$ cat src/amr_beu_pkg.sv
// Shared types, constants and frame size tables for the AMR bandwidth-efficient unpacker.
// No dependencies; imported by amr_beu_back and the top level.
package amr_beu_pkg;

    localparam int MAX_FRAMES_DEF = 16;
    localparam int RESULT_CAP     = 24;
    localparam int IN_Q_DEPTH     = 2;
    localparam int OUT_Q_DEPTH    = 4;

    typedef enum logic [1:0] {
        PH_MODE,
        PH_TOC,
        PH_SPEECH,
        PH_DROP
    } t_phase;

    typedef enum logic [1:0] {
        ST_OK,
        ST_BAD_FT,
        ST_TRUNC,
        ST_TOO_MANY
    } t_status;

    typedef enum logic [2:0] {
        S_WORK,
        S_LAUNCH,
        S_HDR,
        S_END,
        S_FLUSH
    } t_seq_state;

    typedef struct packed {
        logic [7:0] in_byte;
        logic       last_byte;
    } t_item;

    typedef struct packed {
        logic [7:0] out_byte;
        logic [3:0] frame_index;
        logic       is_header;
        logic       frame_done;
        logic       packet_done;
        t_status    status;
    } t_result;

    // Speech bits per frame type, narrowband and wideband.
    localparam logic [8:0] NB_BITS [16] = '{
        9'd95, 9'd103, 9'd118, 9'd134, 9'd148, 9'd159, 9'd204, 9'd244,
        9'd40, 9'd0, 9'd0, 9'd0, 9'd0, 9'd0, 9'd0, 9'd0
    };
    localparam logic [8:0] WB_BITS [16] = '{
        9'd132, 9'd177, 9'd253, 9'd285, 9'd317, 9'd365, 9'd397, 9'd461,
        9'd477, 9'd40, 9'd0, 9'd0, 9'd0, 9'd0, 9'd0, 9'd0
    };
    localparam logic [15:0] NB_VALID = 16'h81FF;
    localparam logic [15:0] WB_VALID = 16'h83FF;

    function automatic logic [8:0] frame_bits(input logic band, input logic [3:0] ft);
        return band ? WB_BITS[ft] : NB_BITS[ft];
    endfunction

    function automatic logic ft_valid(input logic band, input logic [3:0] ft);
        return band ? WB_VALID[ft] : NB_VALID[ft];
    endfunction

endpackage

$ cat src/amr_bandwidth_efficient_unpacker_core.sv
// Top level of the AMR bandwidth-efficient payload unpacker: queues, back end, config register.
// Depends on amr_beu_pkg, amr_beu_fifo and amr_beu_back.
//
//  channel   direction  handshake                 payload
//  --------  ---------  ------------------------  -------------------------------------------
//  item      in         push / full               i_in_byte, i_last_byte
//  result    out        pop / empty               o_out_byte, o_frame_index, o_is_header,
//                                                 o_frame_done, o_packet_done, o_status
//  config    in         psel/penable/pwrite/pready  paddr, pwdata, prdata (band_select)
//
// An item enters the bit buffer; the sequencer then takes each table-of-contents entry and
// each speech byte in turn, and each frame header as a header store read, then the header
// byte; once the last frame of a payload is out, a further step finds no frame left.
// The final byte of a payload adds an end check and a flush to close the payload. The back
// end sequencer does one action per cycle, and holds while the result queue is full.
// Reset is synchronous, active low; the header store has no reset and is read only where
// written. Items wait in a 2-entry front queue and results in a 4-entry result queue,
// so either side may stall without blocking the other until its queue fills.
module amr_bandwidth_efficient_unpacker_core #(
    parameter int MAX_FRAMES = amr_beu_pkg::MAX_FRAMES_DEF
) (
    input  logic        i_clk,
    input  logic        i_rst_n,
    // item channel
    input  logic        push,
    output logic        full,
    input  logic [7:0]  i_in_byte,
    input  logic        i_last_byte,
    // result channel
    output logic        empty,
    input  logic        pop,
    output logic [7:0]  o_out_byte,
    output logic [3:0]  o_frame_index,
    output logic        o_is_header,
    output logic        o_frame_done,
    output logic        o_packet_done,
    output logic [1:0]  o_status,
    // configuration port
    input  logic        psel,
    input  logic        penable,
    input  logic        pwrite,
    input  logic [2:0]  paddr,
    input  logic [31:0] pwdata,
    output logic [31:0] prdata,
    output logic        pready
);
    import amr_beu_pkg::*;

    // word index of band_select
    localparam logic REG_BAND_SELECT = 1'b0;

    logic                  r_band_select;
    logic                  cfg_wr;
    logic [$bits(t_item)-1:0]   w_in_data;
    logic                  w_in_empty;
    logic                  w_in_pop;
    t_item                 w_item;
    logic                  w_out_push;
    t_result               w_out_res;
    logic                  w_out_full;
    logic [$bits(t_result)-1:0] w_out_data;
    t_result               w_res;

    // Config: write on the access phase; pready is tied high so writes never wait.
    assign pready = 1'b1;
    assign cfg_wr = psel && penable && pwrite && pready;
    assign prdata = (paddr[2] == REG_BAND_SELECT) ? {31'b0, r_band_select} : '0;

    always_ff @(posedge i_clk) begin
        if (!i_rst_n) begin
            r_band_select <= 1'b0;
        end else if (cfg_wr && paddr[2] == REG_BAND_SELECT) begin
            r_band_select <= pwdata[0];
        end
    end

    // Front: take items into the front queue as long as it has room.
    amr_beu_fifo #(
        .WIDTH ($bits(t_item)),
        .DEPTH (IN_Q_DEPTH)
    ) u_front_q (
        .i_clk   (i_clk),
        .i_rst_n (i_rst_n),
        .i_push  (push),
        .i_data  ({i_in_byte, i_last_byte}),
        .o_full  (full),
        .i_pop   (w_in_pop),
        .o_data  (w_in_data),
        .o_empty (w_in_empty)
    );

    assign w_item = t_item'(w_in_data);

    // Back: parse the table of contents, sequence headers and speech bytes.
    amr_beu_back #(
        .MAX_FRAMES (MAX_FRAMES)
    ) u_back (
        .i_clk         (i_clk),
        .i_rst_n       (i_rst_n),
        .i_band_select (r_band_select),
        .i_item_valid  (!w_in_empty),
        .i_item        (w_item),
        .o_item_pop    (w_in_pop),
        .o_res_push    (w_out_push),
        .o_res         (w_out_res),
        .i_res_full    (w_out_full)
    );

    // Result queue decouples the sequencer from the consumer.
    amr_beu_fifo #(
        .WIDTH ($bits(t_result)),
        .DEPTH (OUT_Q_DEPTH)
    ) u_result_q (
        .i_clk   (i_clk),
        .i_rst_n (i_rst_n),
        .i_push  (w_out_push),
        .i_data  (w_out_res),
        .o_full  (w_out_full),
        .i_pop   (pop),
        .o_data  (w_out_data),
        .o_empty (empty)
    );

    assign w_res         = t_result'(w_out_data);
    assign o_out_byte    = w_res.out_byte;
    assign o_frame_index = w_res.frame_index;
    assign o_is_header   = w_res.is_header;
    assign o_frame_done  = w_res.frame_done;
    assign o_packet_done = w_res.packet_done;
    assign o_status      = w_res.status;

    // The sequencer never pushes into a full result queue.
    a_no_push_when_full: assert property (@(posedge i_clk) disable iff (!i_rst_n)
        !(w_out_push && w_out_full))
        else $error("result pushed while result queue full");

    // The sequencer never takes an item from an empty front queue.
    a_no_pop_when_empty: assert property (@(posedge i_clk) disable iff (!i_rst_n)
        !(w_in_pop && w_in_empty))
        else $error("item taken from empty front queue");

    // Every error result closes its payload and is never a header byte.
    a_error_ends_payload: assert property (@(posedge i_clk) disable iff (!i_rst_n)
        (!empty && w_res.status != ST_OK) |-> (o_packet_done && !o_is_header))
        else $error("error result without packet_done");

endmodule

$ cat src/amr_beu_ram.sv
// Generic single-write, single-read RAM with registered read data.
// No dependencies.
module amr_beu_ram #(
    parameter int WIDTH = 8,
    parameter int DEPTH = 16,
    parameter int AW    = (DEPTH > 1) ? $clog2(DEPTH) : 1
) (
    input  logic             i_clk,
    input  logic             i_we,
    input  logic [AW-1:0]    i_waddr,
    input  logic [WIDTH-1:0] i_wdata,
    input  logic             i_re,
    input  logic [AW-1:0]    i_raddr,
    output logic [WIDTH-1:0] o_rdata
);

    logic [WIDTH-1:0] r_mem [DEPTH];
    logic [WIDTH-1:0] r_rdata;

    always_ff @(posedge i_clk) begin
        if (i_we) begin
            r_mem[i_waddr] <= i_wdata;
        end
        if (i_re) begin
            r_rdata <= r_mem[i_raddr];
        end
    end

    assign o_rdata = r_rdata;

endmodule

$ cat src/amr_beu_fifo.sv
// Small register-based queue used for the item front end and for the result queue.
// No dependencies.
module amr_beu_fifo #(
    parameter int WIDTH = 8,
    parameter int DEPTH = 2
) (
    input  logic             i_clk,
    input  logic             i_rst_n,
    input  logic             i_push,
    input  logic [WIDTH-1:0] i_data,
    output logic             o_full,
    input  logic             i_pop,
    output logic [WIDTH-1:0] o_data,
    output logic             o_empty
);

    localparam int PW = (DEPTH > 1) ? $clog2(DEPTH) : 1;
    localparam int CW = $clog2(DEPTH + 1);

    logic [WIDTH-1:0] r_mem [DEPTH];
    logic [PW-1:0]    r_wp, n_wp;
    logic [PW-1:0]    r_rp, n_rp;
    logic [CW-1:0]    r_cnt, n_cnt;
    logic             do_push;
    logic             do_pop;

    assign o_full  = (r_cnt == CW'(DEPTH));
    assign o_empty = (r_cnt == '0);
    assign o_data  = r_mem[r_rp];
    assign do_push = i_push && !o_full;
    assign do_pop  = i_pop && !o_empty;

    always_comb begin
        n_wp  = r_wp;
        n_rp  = r_rp;
        n_cnt = r_cnt;
        if (do_push) begin
            n_wp = (r_wp == PW'(DEPTH - 1)) ? '0 : r_wp + PW'(1);
        end
        if (do_pop) begin
            n_rp = (r_rp == PW'(DEPTH - 1)) ? '0 : r_rp + PW'(1);
        end
        if (do_push && !do_pop) begin
            n_cnt = r_cnt + CW'(1);
        end else if (do_pop && !do_push) begin
            n_cnt = r_cnt - CW'(1);
        end
    end

    always_ff @(posedge i_clk) begin
        if (!i_rst_n) begin
            r_wp  <= '0;
            r_rp  <= '0;
            r_cnt <= '0;
        end else begin
            r_wp  <= n_wp;
            r_rp  <= n_rp;
            r_cnt <= n_cnt;
        end
    end

    always_ff @(posedge i_clk) begin
        if (do_push) begin
            r_mem[r_wp] <= i_data;
        end
    end

endmodule

$ cat src/amr_beu_back.sv
// Back end: bit buffer, TOC parser and frame sequencer of the AMR unpacker.
// Depends on amr_beu_pkg and amr_beu_ram (header store).
module amr_beu_back #(
    parameter int MAX_FRAMES = amr_beu_pkg::MAX_FRAMES_DEF
) (
    input  logic                  i_clk,
    input  logic                  i_rst_n,
    input  logic                  i_band_select,
    input  logic                  i_item_valid,
    input  amr_beu_pkg::t_item    i_item,
    output logic                  o_item_pop,
    output logic                  o_res_push,
    output amr_beu_pkg::t_result  o_res,
    input  logic                  i_res_full
);
    import amr_beu_pkg::*;

    localparam int CW = $clog2(MAX_FRAMES + 1);
    localparam int AW = (MAX_FRAMES > 1) ? $clog2(MAX_FRAMES) : 1;
    localparam int RW = $clog2(RESULT_CAP + 1);

    t_seq_state     r_state, n_state;
    t_phase         r_phase, n_phase;
    logic [15:0]    r_buf, n_buf;
    logic [4:0]     r_cnt, n_cnt;
    logic [CW-1:0]  r_total, n_total;
    logic [CW-1:0]  r_cursor, n_cursor;
    logic [8:0]     r_bits_left, n_bits_left;
    logic           r_last, n_last;
    logic [RW-1:0]  r_res_n, n_res_n;
    logic           r_pend_v, n_pend_v;
    t_result        r_pend, n_pend;

    logic           ram_we;
    logic           ram_re;
    logic [4:0]     ram_rdata;
    logic [15:0]    win;
    logic [5:0]     entry;
    logic [3:0]     take_n;
    logic [7:0]     take_mask;
    logic [7:0]     speech_byte;
    logic [8:0]     hdr_bits;
    logic [4:0]     cnt_base;
    logic           capped;
    logic           out_room;
    logic           all_done;
    logic           emit;
    t_result        emit_res;
    logic           push_direct;
    logic           push_pend;
    logic           flush_push;

    amr_beu_ram #(
        .WIDTH (5),
        .DEPTH (MAX_FRAMES)
    ) u_hdr_ram (
        .i_clk   (i_clk),
        .i_we    (ram_we),
        .i_waddr (r_total[AW-1:0]),
        .i_wdata (entry[4:0]),
        .i_re    (ram_re),
        .i_raddr (r_cursor[AW-1:0]),
        .o_rdata (ram_rdata)
    );

    // Unread bits sit at the low end of the buffer; align them to the top.
    assign win         = r_buf << (5'd16 - r_cnt);
    assign entry       = win[15:10];
    assign take_n      = (r_bits_left < 9'd8) ? r_bits_left[3:0] : 4'd8;
    assign take_mask   = 8'hFF << (4'd8 - take_n);
    assign speech_byte = win[15:8] & take_mask;
    assign hdr_bits    = frame_bits(i_band_select, ram_rdata[4:1]);
    assign capped      = (r_res_n == RW'(RESULT_CAP));
    assign out_room    = capped || !((!r_last || r_pend_v) && i_res_full);
    assign all_done    = (r_bits_left == '0) && (r_cursor >= r_total);
    assign cnt_base    = (r_phase == PH_SPEECH && all_done) ? 5'd0 : r_cnt;

    always_comb begin
        n_state     = r_state;
        n_phase     = r_phase;
        n_buf       = r_buf;
        n_cnt       = r_cnt;
        n_total     = r_total;
        n_cursor    = r_cursor;
        n_bits_left = r_bits_left;
        n_last      = r_last;
        n_res_n     = r_res_n;
        n_pend_v    = r_pend_v;
        n_pend      = r_pend;
        o_item_pop  = 1'b0;
        ram_we      = 1'b0;
        ram_re      = 1'b0;
        emit        = 1'b0;
        emit_res    = '0;
        flush_push  = 1'b0;
        push_direct = 1'b0;
        push_pend   = 1'b0;

        unique case (r_state)
            S_WORK: begin
                if (r_phase == PH_TOC && r_cnt >= 5'd6) begin
                    if (!ft_valid(i_band_select, entry[4:1]) ||
                        r_total >= CW'(MAX_FRAMES)) begin
                        if (out_room) begin
                            emit                 = 1'b1;
                            emit_res.frame_index = 4'(r_cursor);
                            emit_res.packet_done = 1'b1;
                            emit_res.status      = ft_valid(i_band_select, entry[4:1]) ?
                                                   ST_TOO_MANY : ST_BAD_FT;
                            n_phase              = PH_DROP;
                            n_cnt                = '0;
                            n_buf                = '0;
                        end
                    end else begin
                        ram_we  = 1'b1;
                        n_total = r_total + CW'(1);
                        n_cnt   = r_cnt - 5'd6;
                        if (!entry[5]) begin
                            n_phase     = PH_SPEECH;
                            n_cursor    = '0;
                            n_bits_left = '0;
                            n_state     = S_LAUNCH;
                        end
                    end
                end else if (r_phase == PH_SPEECH && r_bits_left != '0 &&
                             r_cnt >= {1'b0, take_n}) begin
                    if (out_room) begin
                        emit                 = 1'b1;
                        emit_res.out_byte    = speech_byte;
                        emit_res.frame_index = 4'(r_cursor);
                        emit_res.frame_done  = (r_bits_left == 9'(take_n));
                        emit_res.status      = ST_OK;
                        n_cnt                = r_cnt - 5'(take_n);
                        n_bits_left          = r_bits_left - 9'(take_n);
                        if (r_bits_left == 9'(take_n)) begin
                            n_cursor = r_cursor + CW'(1);
                            n_state  = S_LAUNCH;
                        end
                    end
                end else if (r_last) begin
                    n_state = S_END;
                end else if (i_item_valid) begin
                    o_item_pop = 1'b1;
                    n_res_n    = '0;
                    n_last     = i_item.last_byte;
                    if (r_phase != PH_DROP) begin
                        n_buf = {r_buf[7:0], i_item.in_byte};
                        if (r_phase == PH_MODE) begin
                            // skip the 4-bit mode request
                            n_cnt   = 5'd4;
                            n_phase = PH_TOC;
                        end else begin
                            n_cnt = cnt_base + 5'd8;
                        end
                    end
                end
            end
            S_LAUNCH: begin
                if (r_cursor < r_total) begin
                    ram_re  = 1'b1;
                    n_state = S_HDR;
                end else begin
                    n_state = S_WORK;
                end
            end
            S_HDR: begin
                if (out_room) begin
                    emit                 = 1'b1;
                    emit_res.out_byte    = {1'b0, ram_rdata, 2'b00};
                    emit_res.frame_index = 4'(r_cursor);
                    emit_res.is_header   = 1'b1;
                    emit_res.frame_done  = (hdr_bits == '0);
                    emit_res.status      = ST_OK;
                    if (hdr_bits == '0) begin
                        n_cursor = r_cursor + CW'(1);
                        n_state  = S_LAUNCH;
                    end else begin
                        n_bits_left = hdr_bits;
                        n_state     = S_WORK;
                    end
                end
            end
            S_END: begin
                if (r_phase == PH_DROP) begin
                    n_state = S_FLUSH;
                end else if (r_phase == PH_SPEECH && all_done) begin
                    n_pend_v = 1'b1;
                    if (r_pend_v) begin
                        n_pend.packet_done = 1'b1;
                    end else begin
                        n_pend             = '0;
                        n_pend.packet_done = 1'b1;
                    end
                    n_state = S_FLUSH;
                end else if (out_room) begin
                    emit                 = 1'b1;
                    emit_res.frame_index = 4'(r_cursor);
                    emit_res.packet_done = 1'b1;
                    emit_res.status      = ST_TRUNC;
                    n_state              = S_FLUSH;
                end
                if (n_state == S_FLUSH) begin
                    n_phase     = PH_MODE;
                    n_buf       = '0;
                    n_cnt       = '0;
                    n_total     = '0;
                    n_cursor    = '0;
                    n_bits_left = '0;
                end
            end
            S_FLUSH: begin
                if (!r_pend_v || !i_res_full) begin
                    flush_push = r_pend_v;
                    n_pend_v   = 1'b0;
                    n_last     = 1'b0;
                    n_state    = S_WORK;
                end
            end
            default: begin
                n_state = S_WORK;
            end
        endcase

        // Hold the newest result of a final item back so packet_done can be set on it.
        if (emit && !capped) begin
            n_res_n = r_res_n + RW'(1);
            if (!r_last) begin
                push_direct = 1'b1;
            end else begin
                push_pend = r_pend_v;
                n_pend_v  = 1'b1;
                n_pend    = emit_res;
            end
        end
    end

    assign o_res_push = push_direct || push_pend || flush_push;
    assign o_res      = push_direct ? emit_res : r_pend;

    always_ff @(posedge i_clk) begin
        if (!i_rst_n) begin
            r_state     <= S_WORK;
            r_phase     <= PH_MODE;
            r_buf       <= '0;
            r_cnt       <= '0;
            r_total     <= '0;
            r_cursor    <= '0;
            r_bits_left <= '0;
            r_last      <= 1'b0;
            r_res_n     <= '0;
            r_pend_v    <= 1'b0;
        end else begin
            r_state     <= n_state;
            r_phase     <= n_phase;
            r_buf       <= n_buf;
            r_cnt       <= n_cnt;
            r_total     <= n_total;
            r_cursor    <= n_cursor;
            r_bits_left <= n_bits_left;
            r_last      <= n_last;
            r_res_n     <= n_res_n;
            r_pend_v    <= n_pend_v;
        end
    end

    always_ff @(posedge i_clk) begin
        r_pend <= n_pend;
    end

endmodule

$ cat config.mk
export PLATFORM = sky130hd
export DESIGN_NAME = amr_bandwidth_efficient_unpacker_core
export DESIGN_NICKNAME = d
export VERILOG_FILES = /design/src/amr_beu_pkg.sv /design/src/amr_bandwidth_efficient_unpacker_core.sv /design/src/amr_beu_ram.sv /design/src/amr_beu_fifo.sv /design/src/amr_beu_back.sv
export SDC_FILE = /design/constraint.sdc
export NUM_CORES = 1
export LEC_CHECK = 0
export BUFFER_PORTS_ARGS = -buffer_cell sky130_fd_sc_hd__clkbuf_2
export CAP_MARGIN = 15
export CORE_MARGIN = 2
export CORE_UTILIZATION = 35
export CTS_CLUSTER_DIAMETER = 30
export DETAILED_ROUTE_END_ITERATION = 8
export HOLD_SLACK_MARGIN = 0.06
export PLACE_DENSITY = 0.54
export SLEW_MARGIN = 20
export SYNTH_ARGS = -nofsm -noshare
export SYNTH_HDL_FRONTEND = slang
export SYNTH_SLANG_ARGS = --single-unit
$ cat constraint.sdc
create_clock -name i_clk -period 11.45 [get_ports i_clk]
set_input_delay 0.5725 -clock i_clk [delete_from_list [all_inputs] [get_ports i_clk]]
set_output_delay 0.5725 -clock i_clk [all_outputs]
set_load 0.01 [all_outputs]
======== Word-level counts from Yosys, hierarchy flattened ========
Memories as Yosys holds them, arrays and structs flattened. A register that Yosys moved wholly into a read port is not among the register bits.
Cells that the tools add are included.
cells by class
  multipliers ............................. 0
  equal/unequal tests ..................... 48
  bitwise operators ....................... 3
  shifts and indexed selects .............. 2
  order comparisons ....................... 8
  reductions and logical operators ........ 59
  add/sub/neg operators ................... 17
  mux-type cells .......................... 172
  divide/modulo/power cells ............... 0
operator list
  kind                                                                      number
  5-bit 2-to-1 mux                                                          27
  16-bit 2-to-1 mux                                                         8
  9-bit 2-to-1 mux                                                          13
  17-bit 2-to-1 mux                                                         6
  3-bit 2-to-1 mux                                                          20
  1-bit 2-to-1 mux                                                          52
  2-bit 2-to-1 mux                                                          20
  16-bit one-hot mux with 2 select lines                                    1
  9-bit one-hot mux with 3 select lines                                     1
  12-bit 2-to-1 mux                                                         2
  4-bit 2-to-1 mux                                                          6
  5-bit one-hot mux with 2 select lines                                     2
  1-bit logical AND                                                         18
  9-bit zero test                                                           2
  9-bit AND reduction                                                       2
  2-bit inequality test (second input constant)                             8
  8-bit one-hot mux with 2 select lines                                     1
  8-bit AND reduction                                                       2
  16-bit by 5-bit << shifter with 16-bit output                             1
  5-bit by 1-bit adder with 5-bit output (second input constant)            3
  3-bit by 1-bit inequality test with 1-bit output (second input constant)  5
  3-bit one-hot mux with 5 select lines                                     1
  5-bit one-hot mux with 3 select lines                                     1
  14-bit 2-to-1 mux                                                         1
  other kinds (52)                                                          106
word-level totals
  memory bits (read-only) ................. 320
  register bits ........................... 81
  bits of input ports ..................... 51
  bits in writable memories ............... 166
  logic and storage cells ................. 339
  bits in latches ......................... 0
  output and inout port bits .............. 52
  memories kept ........................... 7
memory list
  memory                  depth  bits a word  read ports  clocked after memory_dff  write ports  line                RTL
  (name not given)        16     9            1           0                         0            amr_beu_pkg.sv:59   return band ? WB_BITS[ft] : NB_BITS[ft];
  (name not given)        16     9            1           0                         0            amr_beu_pkg.sv:59
  u_back.u_hdr_ram.r_mem  16     5            1           1                         1            amr_beu_ram.sv:17   logic [WIDTH-1:0] r_mem [DEPTH];
  u_result_q.r_mem        4      17           1           1                         1            amr_beu_fifo.sv:20  logic [WIDTH-1:0] r_mem [DEPTH];
  u_front_q.r_mem         2      9            1           1                         1            amr_beu_fifo.sv:20
  (name not given)        16     1            1           0                         0            amr_beu_pkg.sv:63   return band ? WB_VALID[ft] : NB_VALID[ft];
  +1 memories             n/a    n/a          n/a         n/a                       n/a          n/a

======== Longest topological paths before layout ========
  depth in word-level cells ............... 19
  mapped depth ............................ 20
  mapped depth without buffers ............ 18

======== By module ========
From an unflattened synthesis, not the netlist that was laid out.
unflattened totals
  cell total of the unflattened synthesis .. 1086
  area total of the unflattened synthesis .. 12803.5 um2
modules (own cells, without submodules)
  module                                 cells an instance  instances  seq. area each (um2)  area each (um2)
  amr_beu_back                           696                1          1381.3                5373.9
  amr_beu_ram                            155                1          2552.4                3263.1
  amr_beu_fifo (u_result_q)              140                1          2222.1                2972.9
  amr_beu_fifo (u_front_q)               54                 1          640.6                 874.6
  amr_bandwidth_efficient_unpacker_core  41                 1          20.0                  319.1

======== Worst setup path before layout ========
OpenSTA, ideal clock, no wires.
  kind .................................... register to register
  from .................................... register u_back.r_cnt[0]
  to ...................................... register u_result_q.r_cnt[2]
  slack ................................... 6.517 ns
  buffers on the path ..................... 4
  data arrival time ....................... 4.863 ns
  required time ........................... 11.380 ns
  library setup time ...................... 0.070 ns
  clock period less this slack ............ 4.933 ns
  cell stages (with the launch flop) ...... 20
  cell sequence ........................... dfxtp_1 > buf_2 > inv_2 > ha_1 > buf_4 > buf_4 > nand2b_1 > mux4_2 > o22ai_2 > o32ai_1 > nor3_2 > o21a_1 > buf_2 > a2bb2oi_4 > ha_1 > inv_1 > fa_1 > xor2_1 > or3_1 > a21oi_1
between the ends
  word-level cells in the longest chain between the ends .. 18
  elaborated cells between the ends (all ways) .. 28
  those cells by class .................... add/sub (1); order compare (2); shift (1); mux (10); reduce/logical (12); memory (2)
ends and longest elaborated chain
  item                                               line                 RTL
  start: declaration                                 amr_beu_back.sv:25   logic [4:0] r_cnt, n_cnt;
  start signal: assignment                           amr_beu_back.sv:256  r_cnt <= n_cnt;
  5-bit subtractor (*)                               amr_beu_back.sv:67   assign win = r_buf << (5'd16 - r_cnt);
  16-bit by 5-bit << shifter with 16-bit output (*)  amr_beu_back.sv:67
  named net u_back.u_hdr_ram.i_wdata[4]              amr_beu_ram.sv:11    input logic [WIDTH-1:0] i_wdata,
  memory 16 x 1 bit                                  n/a
  1-bit 2-to-1 mux (implied by the code)             amr_beu_pkg.sv:63
  1-bit 2-to-1 mux (*)                               amr_beu_pkg.sv:63
  1-bit zero test (*)                                amr_beu_back.sv:102  if (!ft_valid(i_band_select, entry[4:1]) ||
  1-bit logical OR (*)                               amr_beu_back.sv:102
  (+3 left out)                                      n/a
  1-bit logical AND (*)                              amr_beu_back.sv:225  if (emit && !capped) begin
  1-bit 2-to-1 mux                                   amr_beu_back.sv:225
  1-bit logical OR (*) (2 in a row)                  amr_beu_back.sv:237  assign o_res_push = push_direct || push_pend || flush_push;
  1-bit logical AND (*)                              amr_beu_fifo.sv:30   assign do_push = i_push && !o_full;
  named net u_result_q.do_push                       amr_beu_fifo.sv:24   logic do_push;
  1-bit zero test                                    amr_beu_fifo.sv:45   end else if (do_pop && !do_push) begin
  1-bit logical AND                                  amr_beu_fifo.sv:45
  2-bit nonzero test (no source line)                n/a
  end signal: assignment                             amr_beu_fifo.sv:58   r_cnt <= n_cnt;
  end: declaration                                   amr_beu_fifo.sv:23   logic [CW-1:0] r_cnt, n_cnt;
Mark *: on every way through the listed nets, which the timed path passes. The rest lies on a longest branch. The select of a mux whose other input is x is not followed.
A chain may end at the register's enable or synchronous reset.

======== Worst setup path in the final report ========
Same ends and word-level chain as after synthesis.

==> impl_results.md <==
* Synth Flop Type: edfxtp_1
* Hold worst-path end: u_front_q.r_mem[0][8]
* Worst-margin pin slew at 0.9919 ns
* CP Launch Type: flip-flop
* Hold Crit Depth at 1
* Share of the yosys chip area belonging to registers at 52.68%
* Mux cell area share after synthesis at 14.63%
* Tot GR Track Use at between 10% and 20%
* Top cells by count, synth: 171 x edfxtp_1, 93 x nand2_1, 91 x nor2_1, 84 x dfxtp_1, 62 x a21oi_1
* Crit-path cells: inv_2 -> ha_1 -> mux2i_1 -> mux4_2 -> o22ai_2 -> o32ai_1 -> nor3_2 -> o21a_1 -> a2bb2oi_4 -> ha_1 -> inv_1 -> fa_1 -> xor2_1 -> or3_1 -> a21oi_1
* Root buf cell: clkbuf_16
* Crit Path Category: flip-flop to flip-flop
* Mapped Cells at between 1,000 and 1,500
* Post-DR wirelength/cell at 18.19 µm
* Syn. warnings at 0
* Worst-Skew Late Latency at 0.56 ns
* LEAKAGE at 5.229 nW
* RD Place Congestion at 0.8549
* Vias at 8,666
* Hold_sp: i_in_byte[7]
* Share of the clock period used by the worst path at 59.25%
* Reg2reg start: u_back.r_cnt[0]
* Most common cell in the synthesized netlist: edfxtp_1
* Routed wire length at 30.09 mm
* Max-Cap Viols at 0
* Max Slew Vio Count at 0
* PortBufs at 37
* Area contributors post-synth: edfxtp_1 40%, dfxtp_1 13%, mux4_2 8.5%, mux2i_1 4.3%, ha_1 3.6%
* CP max stage delay at between 0.9 and 1 ns
* Placed Instances at 1,550
* Number of distinct library cells after synthesis at 81
* Setup TNS at 0 ns
* Non-Filler Instances at 1,654
* CORE AREA at around 0.037 mm²
* Post-DRT Antenna Nets at 0
* Number of top-level pins at 103
* Antenna cell count at 0
* Clk slew on worst S/H paths at about 0.05 ns
* Num rows at 70
* Area growth, synth to finish at 18.09%
* Fillers at 3,379
* Crit path required time at 11.93 ns
* R2R setup slack at roughly 4.7 ns
* GRT overflow at 0
* Critical Path End Type: flip-flop
* FF+latch count, synth at approximately 260
* Largest area contributor in the netlist: edfxtp_1
* Share of flip-flops with an asynchronous set or reset at 0%
* DRC at 0
* First-pass GRT wire length at 47.18 mm
* Simple logic cell fraction of the synthesized area at 11.96%
* RSZ-0062 raised after global routing: false
* H-Tree Depth at 2
* Initial drt markers at ~570
* Max FO, Critical Path at 21
* Initial antenna violation count at 0
* Largest net degree at the start of global routing at 49
* CTS Sinks at roughly 260
* Hold Fails Final Rpt at 0
* Die Area at 0.03853 mm²
* Endpoints failing setup at 0
* Compound-gate portion of the synthesized area at 10.38%
* Status: complete, no violations
* Family with the most delay on the worst path: compound AO/OA/AOI/OAI gates
* Pwr per Cell Area at 243.6 mW/mm²
* CTS max path bufs at 3
* Total chip power at roughly 3.7 mW
* Worst R2R Path Depth at 15
* Number of synthesized flops with an enable pin at between 150 and 200
* Adder-Cell Fraction of Synth Area at 3.887%
* Vias per cell at 5.239
* Vias in the first global route at 8,384
* HPWL Detailed at approximately 20 mm
* CTS-repair resized insts at 0
* FMAX at 147.4 MHz
* Slowest cell on the critical path: ha_1
* Critical Path AT at 7.27 ns
* Critical path depth in cells at 15
* Fraction of layout cells with a size suffix above 1 at around a fifth
* WP buf/inv at 2
* CTS buffer count at 55
* DRT Pass-1 Iters at 5
* Final #Nets at 1,229
* Initial core utilization at 35.43%
* Die Ht at 196.3 µm
* Share of the synthesized area in the top cell type at 39.68%
* Hold buffer count at CTS at 0
* Worst hold path type: primary input to flip-flop
* Synthesized area at about 0.013 mm²
* Clock skew at 0.01401 ns
* Post-CTS setup buffer count at 0
* Post-Synth XOR/XNOR Area at 1.566%
* CTS tree: built
* Maximum VDD drop at 123.8 µV
* Cell mode on critical path: ha_1
* Die Span X at 196.3 µm
* Final min period at between 6 and 7 ns
* Syn_area_per_cell at about 12 µm²
* Hold Slack at slightly above 0.2 ns
* Max transition margin at 33.48%
* R2R Path End: u_result_q.r_cnt[2]
* Main combinational cell family by area after synthesis: multiplexers
==> worst max-delay path by stage <==
stage,start,endpoint,slack [ns]
2_1_floorplan,u_back.r_cnt[0],u_result_q.r_cnt[2],6.52
3_3_place_gp,u_back.r_cnt[0],u_result_q.r_cnt[2],4.71
3_5_place_dp,u_back.r_cnt[0],u_result_q.r_cnt[2],4.63
4_1_cts,u_back.r_cnt[0],u_result_q.r_cnt[2],4.60
5_1_grt,u_back.r_cnt[0],u_result_q.r_cnt[2],4.10
6_report,u_back.r_cnt[0],u_result_q.r_cnt[2],4.67
==> worst reg2reg max path, stage by stage, from the launching register on <==
cell and delay (ns):
dfxtp_1 0.70, inv_2 0.26, ha_1 0.94, mux2i_1 0.27, mux4_2 0.57, o22ai_2 0.72, o32ai_1 0.38, nor3_2 0.55
o21a_1 0.74, a2bb2oi_4 0.26, ha_1 0.22, inv_1 0.07, fa_1 0.43, xor2_1 0.18, or3_1 0.31, a21oi_1 0.13
==> kinds of logic after synthesis <==
| family | after synthesis |
|---|---|
| AO/OA/AOI/OAI | 208 |
| XOR/XNOR | 21 |
| adder cells (fa/ha/maj) | 39 |
| buffers and inverters | 128 |
| flip-flops | 255 |
| multiplexers | 124 |
| other | 2 |
| AND/OR/NAND/NOR | 320 |
==> final cells by class <==
| cell class | count | area [µm²] | share of cell area [%] |
|---|---|---|---|
| repair buffers | 46 | 252.7 | 1.654 |
| clock buffers | 63 | 1406 | 9.203 |
| flip-flops and latches | 255 | 6817 | 44.61 |
| clock inverters | 41 | 459.2 | 3.005 |
| well taps | 468 | 585.6 | 3.832 |
| inverters | 36 | 135.1 | 0.8843 |
| multi-input cells | 745 | 5625 | 36.81 |
==> report_power, final <==
part           switching, mW  internal [mW]
Clock                  0.532           1.01
Sequential            0.0916           1.09
Combinational          0.600          0.395
==> cell usage in the layout, fill, tap and decap left out, types with 9 or more instances in the layout <==
cell type / netlist / final
dfxtp_1: 84 / 84
mux4_2: 49 / 49
a211oi_1: 10 / 10
ha_1: 37 / 37
a31oi_1: 9 / 9
clkbuf_2: 0 / 37
clkbuf_16: 0 / 55
mux2_2: 18 / 18
nor2_1: 91 / 89
mux2i_1: 56 / 56
inv_6: 0 / 11
o21ai_0: 54 / 54
buf_4: 36 / 9
inv_1: 34 / 34
clkinv_4: 0 / 12
nand2b_1: 10 / 10
xnor2_1: 9 / 9
xor2_1: 11 / 11
nand2_1: 93 / 93
edfxtp_1: 171 / 171
nand3_1: 22 / 22
nor3_1: 34 / 34
nand4_1: 10 / 10
a21oi_1: 62 / 62
conb_1: 2 / 33
==> layer usage <==
metal / part of all wire, % / vias to the layer above / track usage [%]
met5: 0 / - / 0
met4: 2.2 / 0 / 5.415
met3: 4.4 / 48 / 2.407
met2: 48 / 229 / 25.87
met1: 45 / 4230 / 20.92
li1: - / 4159 / -
==> per-stage QoR <==
stage               utilization [%]  worst slack, ns  area, µm²
floorplan                         -            6.517      13060
global placement              36.70            4.714      13400
detailed placement            36.72            4.627      13410
CTS                           41.83            4.603      15280
global route                  41.84            4.102      15280
finish                        41.84            4.666      15280
==> state kept, by name (all words and copies together), names as in the netlist, 2 cells and up, named ones only <==
signal                    cells
u_result_q.r_mem             68
u_back.r_phase                2
u_front_q.r_cnt               2
u_result_q.r_cnt              3
u_back.u_hdr_ram.r_mem       80
u_back.r_total                5
u_back.u_hdr_ram.o_rdata      5
u_back.r_bits_left            9
u_result_q.r_wp               2
u_result_q.r_rp               2
u_back.r_res_n                5
u_back.r_pend                17
u_front_q.r_mem              18
u_back.r_state                3
u_back.r_cnt                  5
u_back.r_cursor               5
u_back.r_buf                 16
Power figures use the tool's default switching activity.
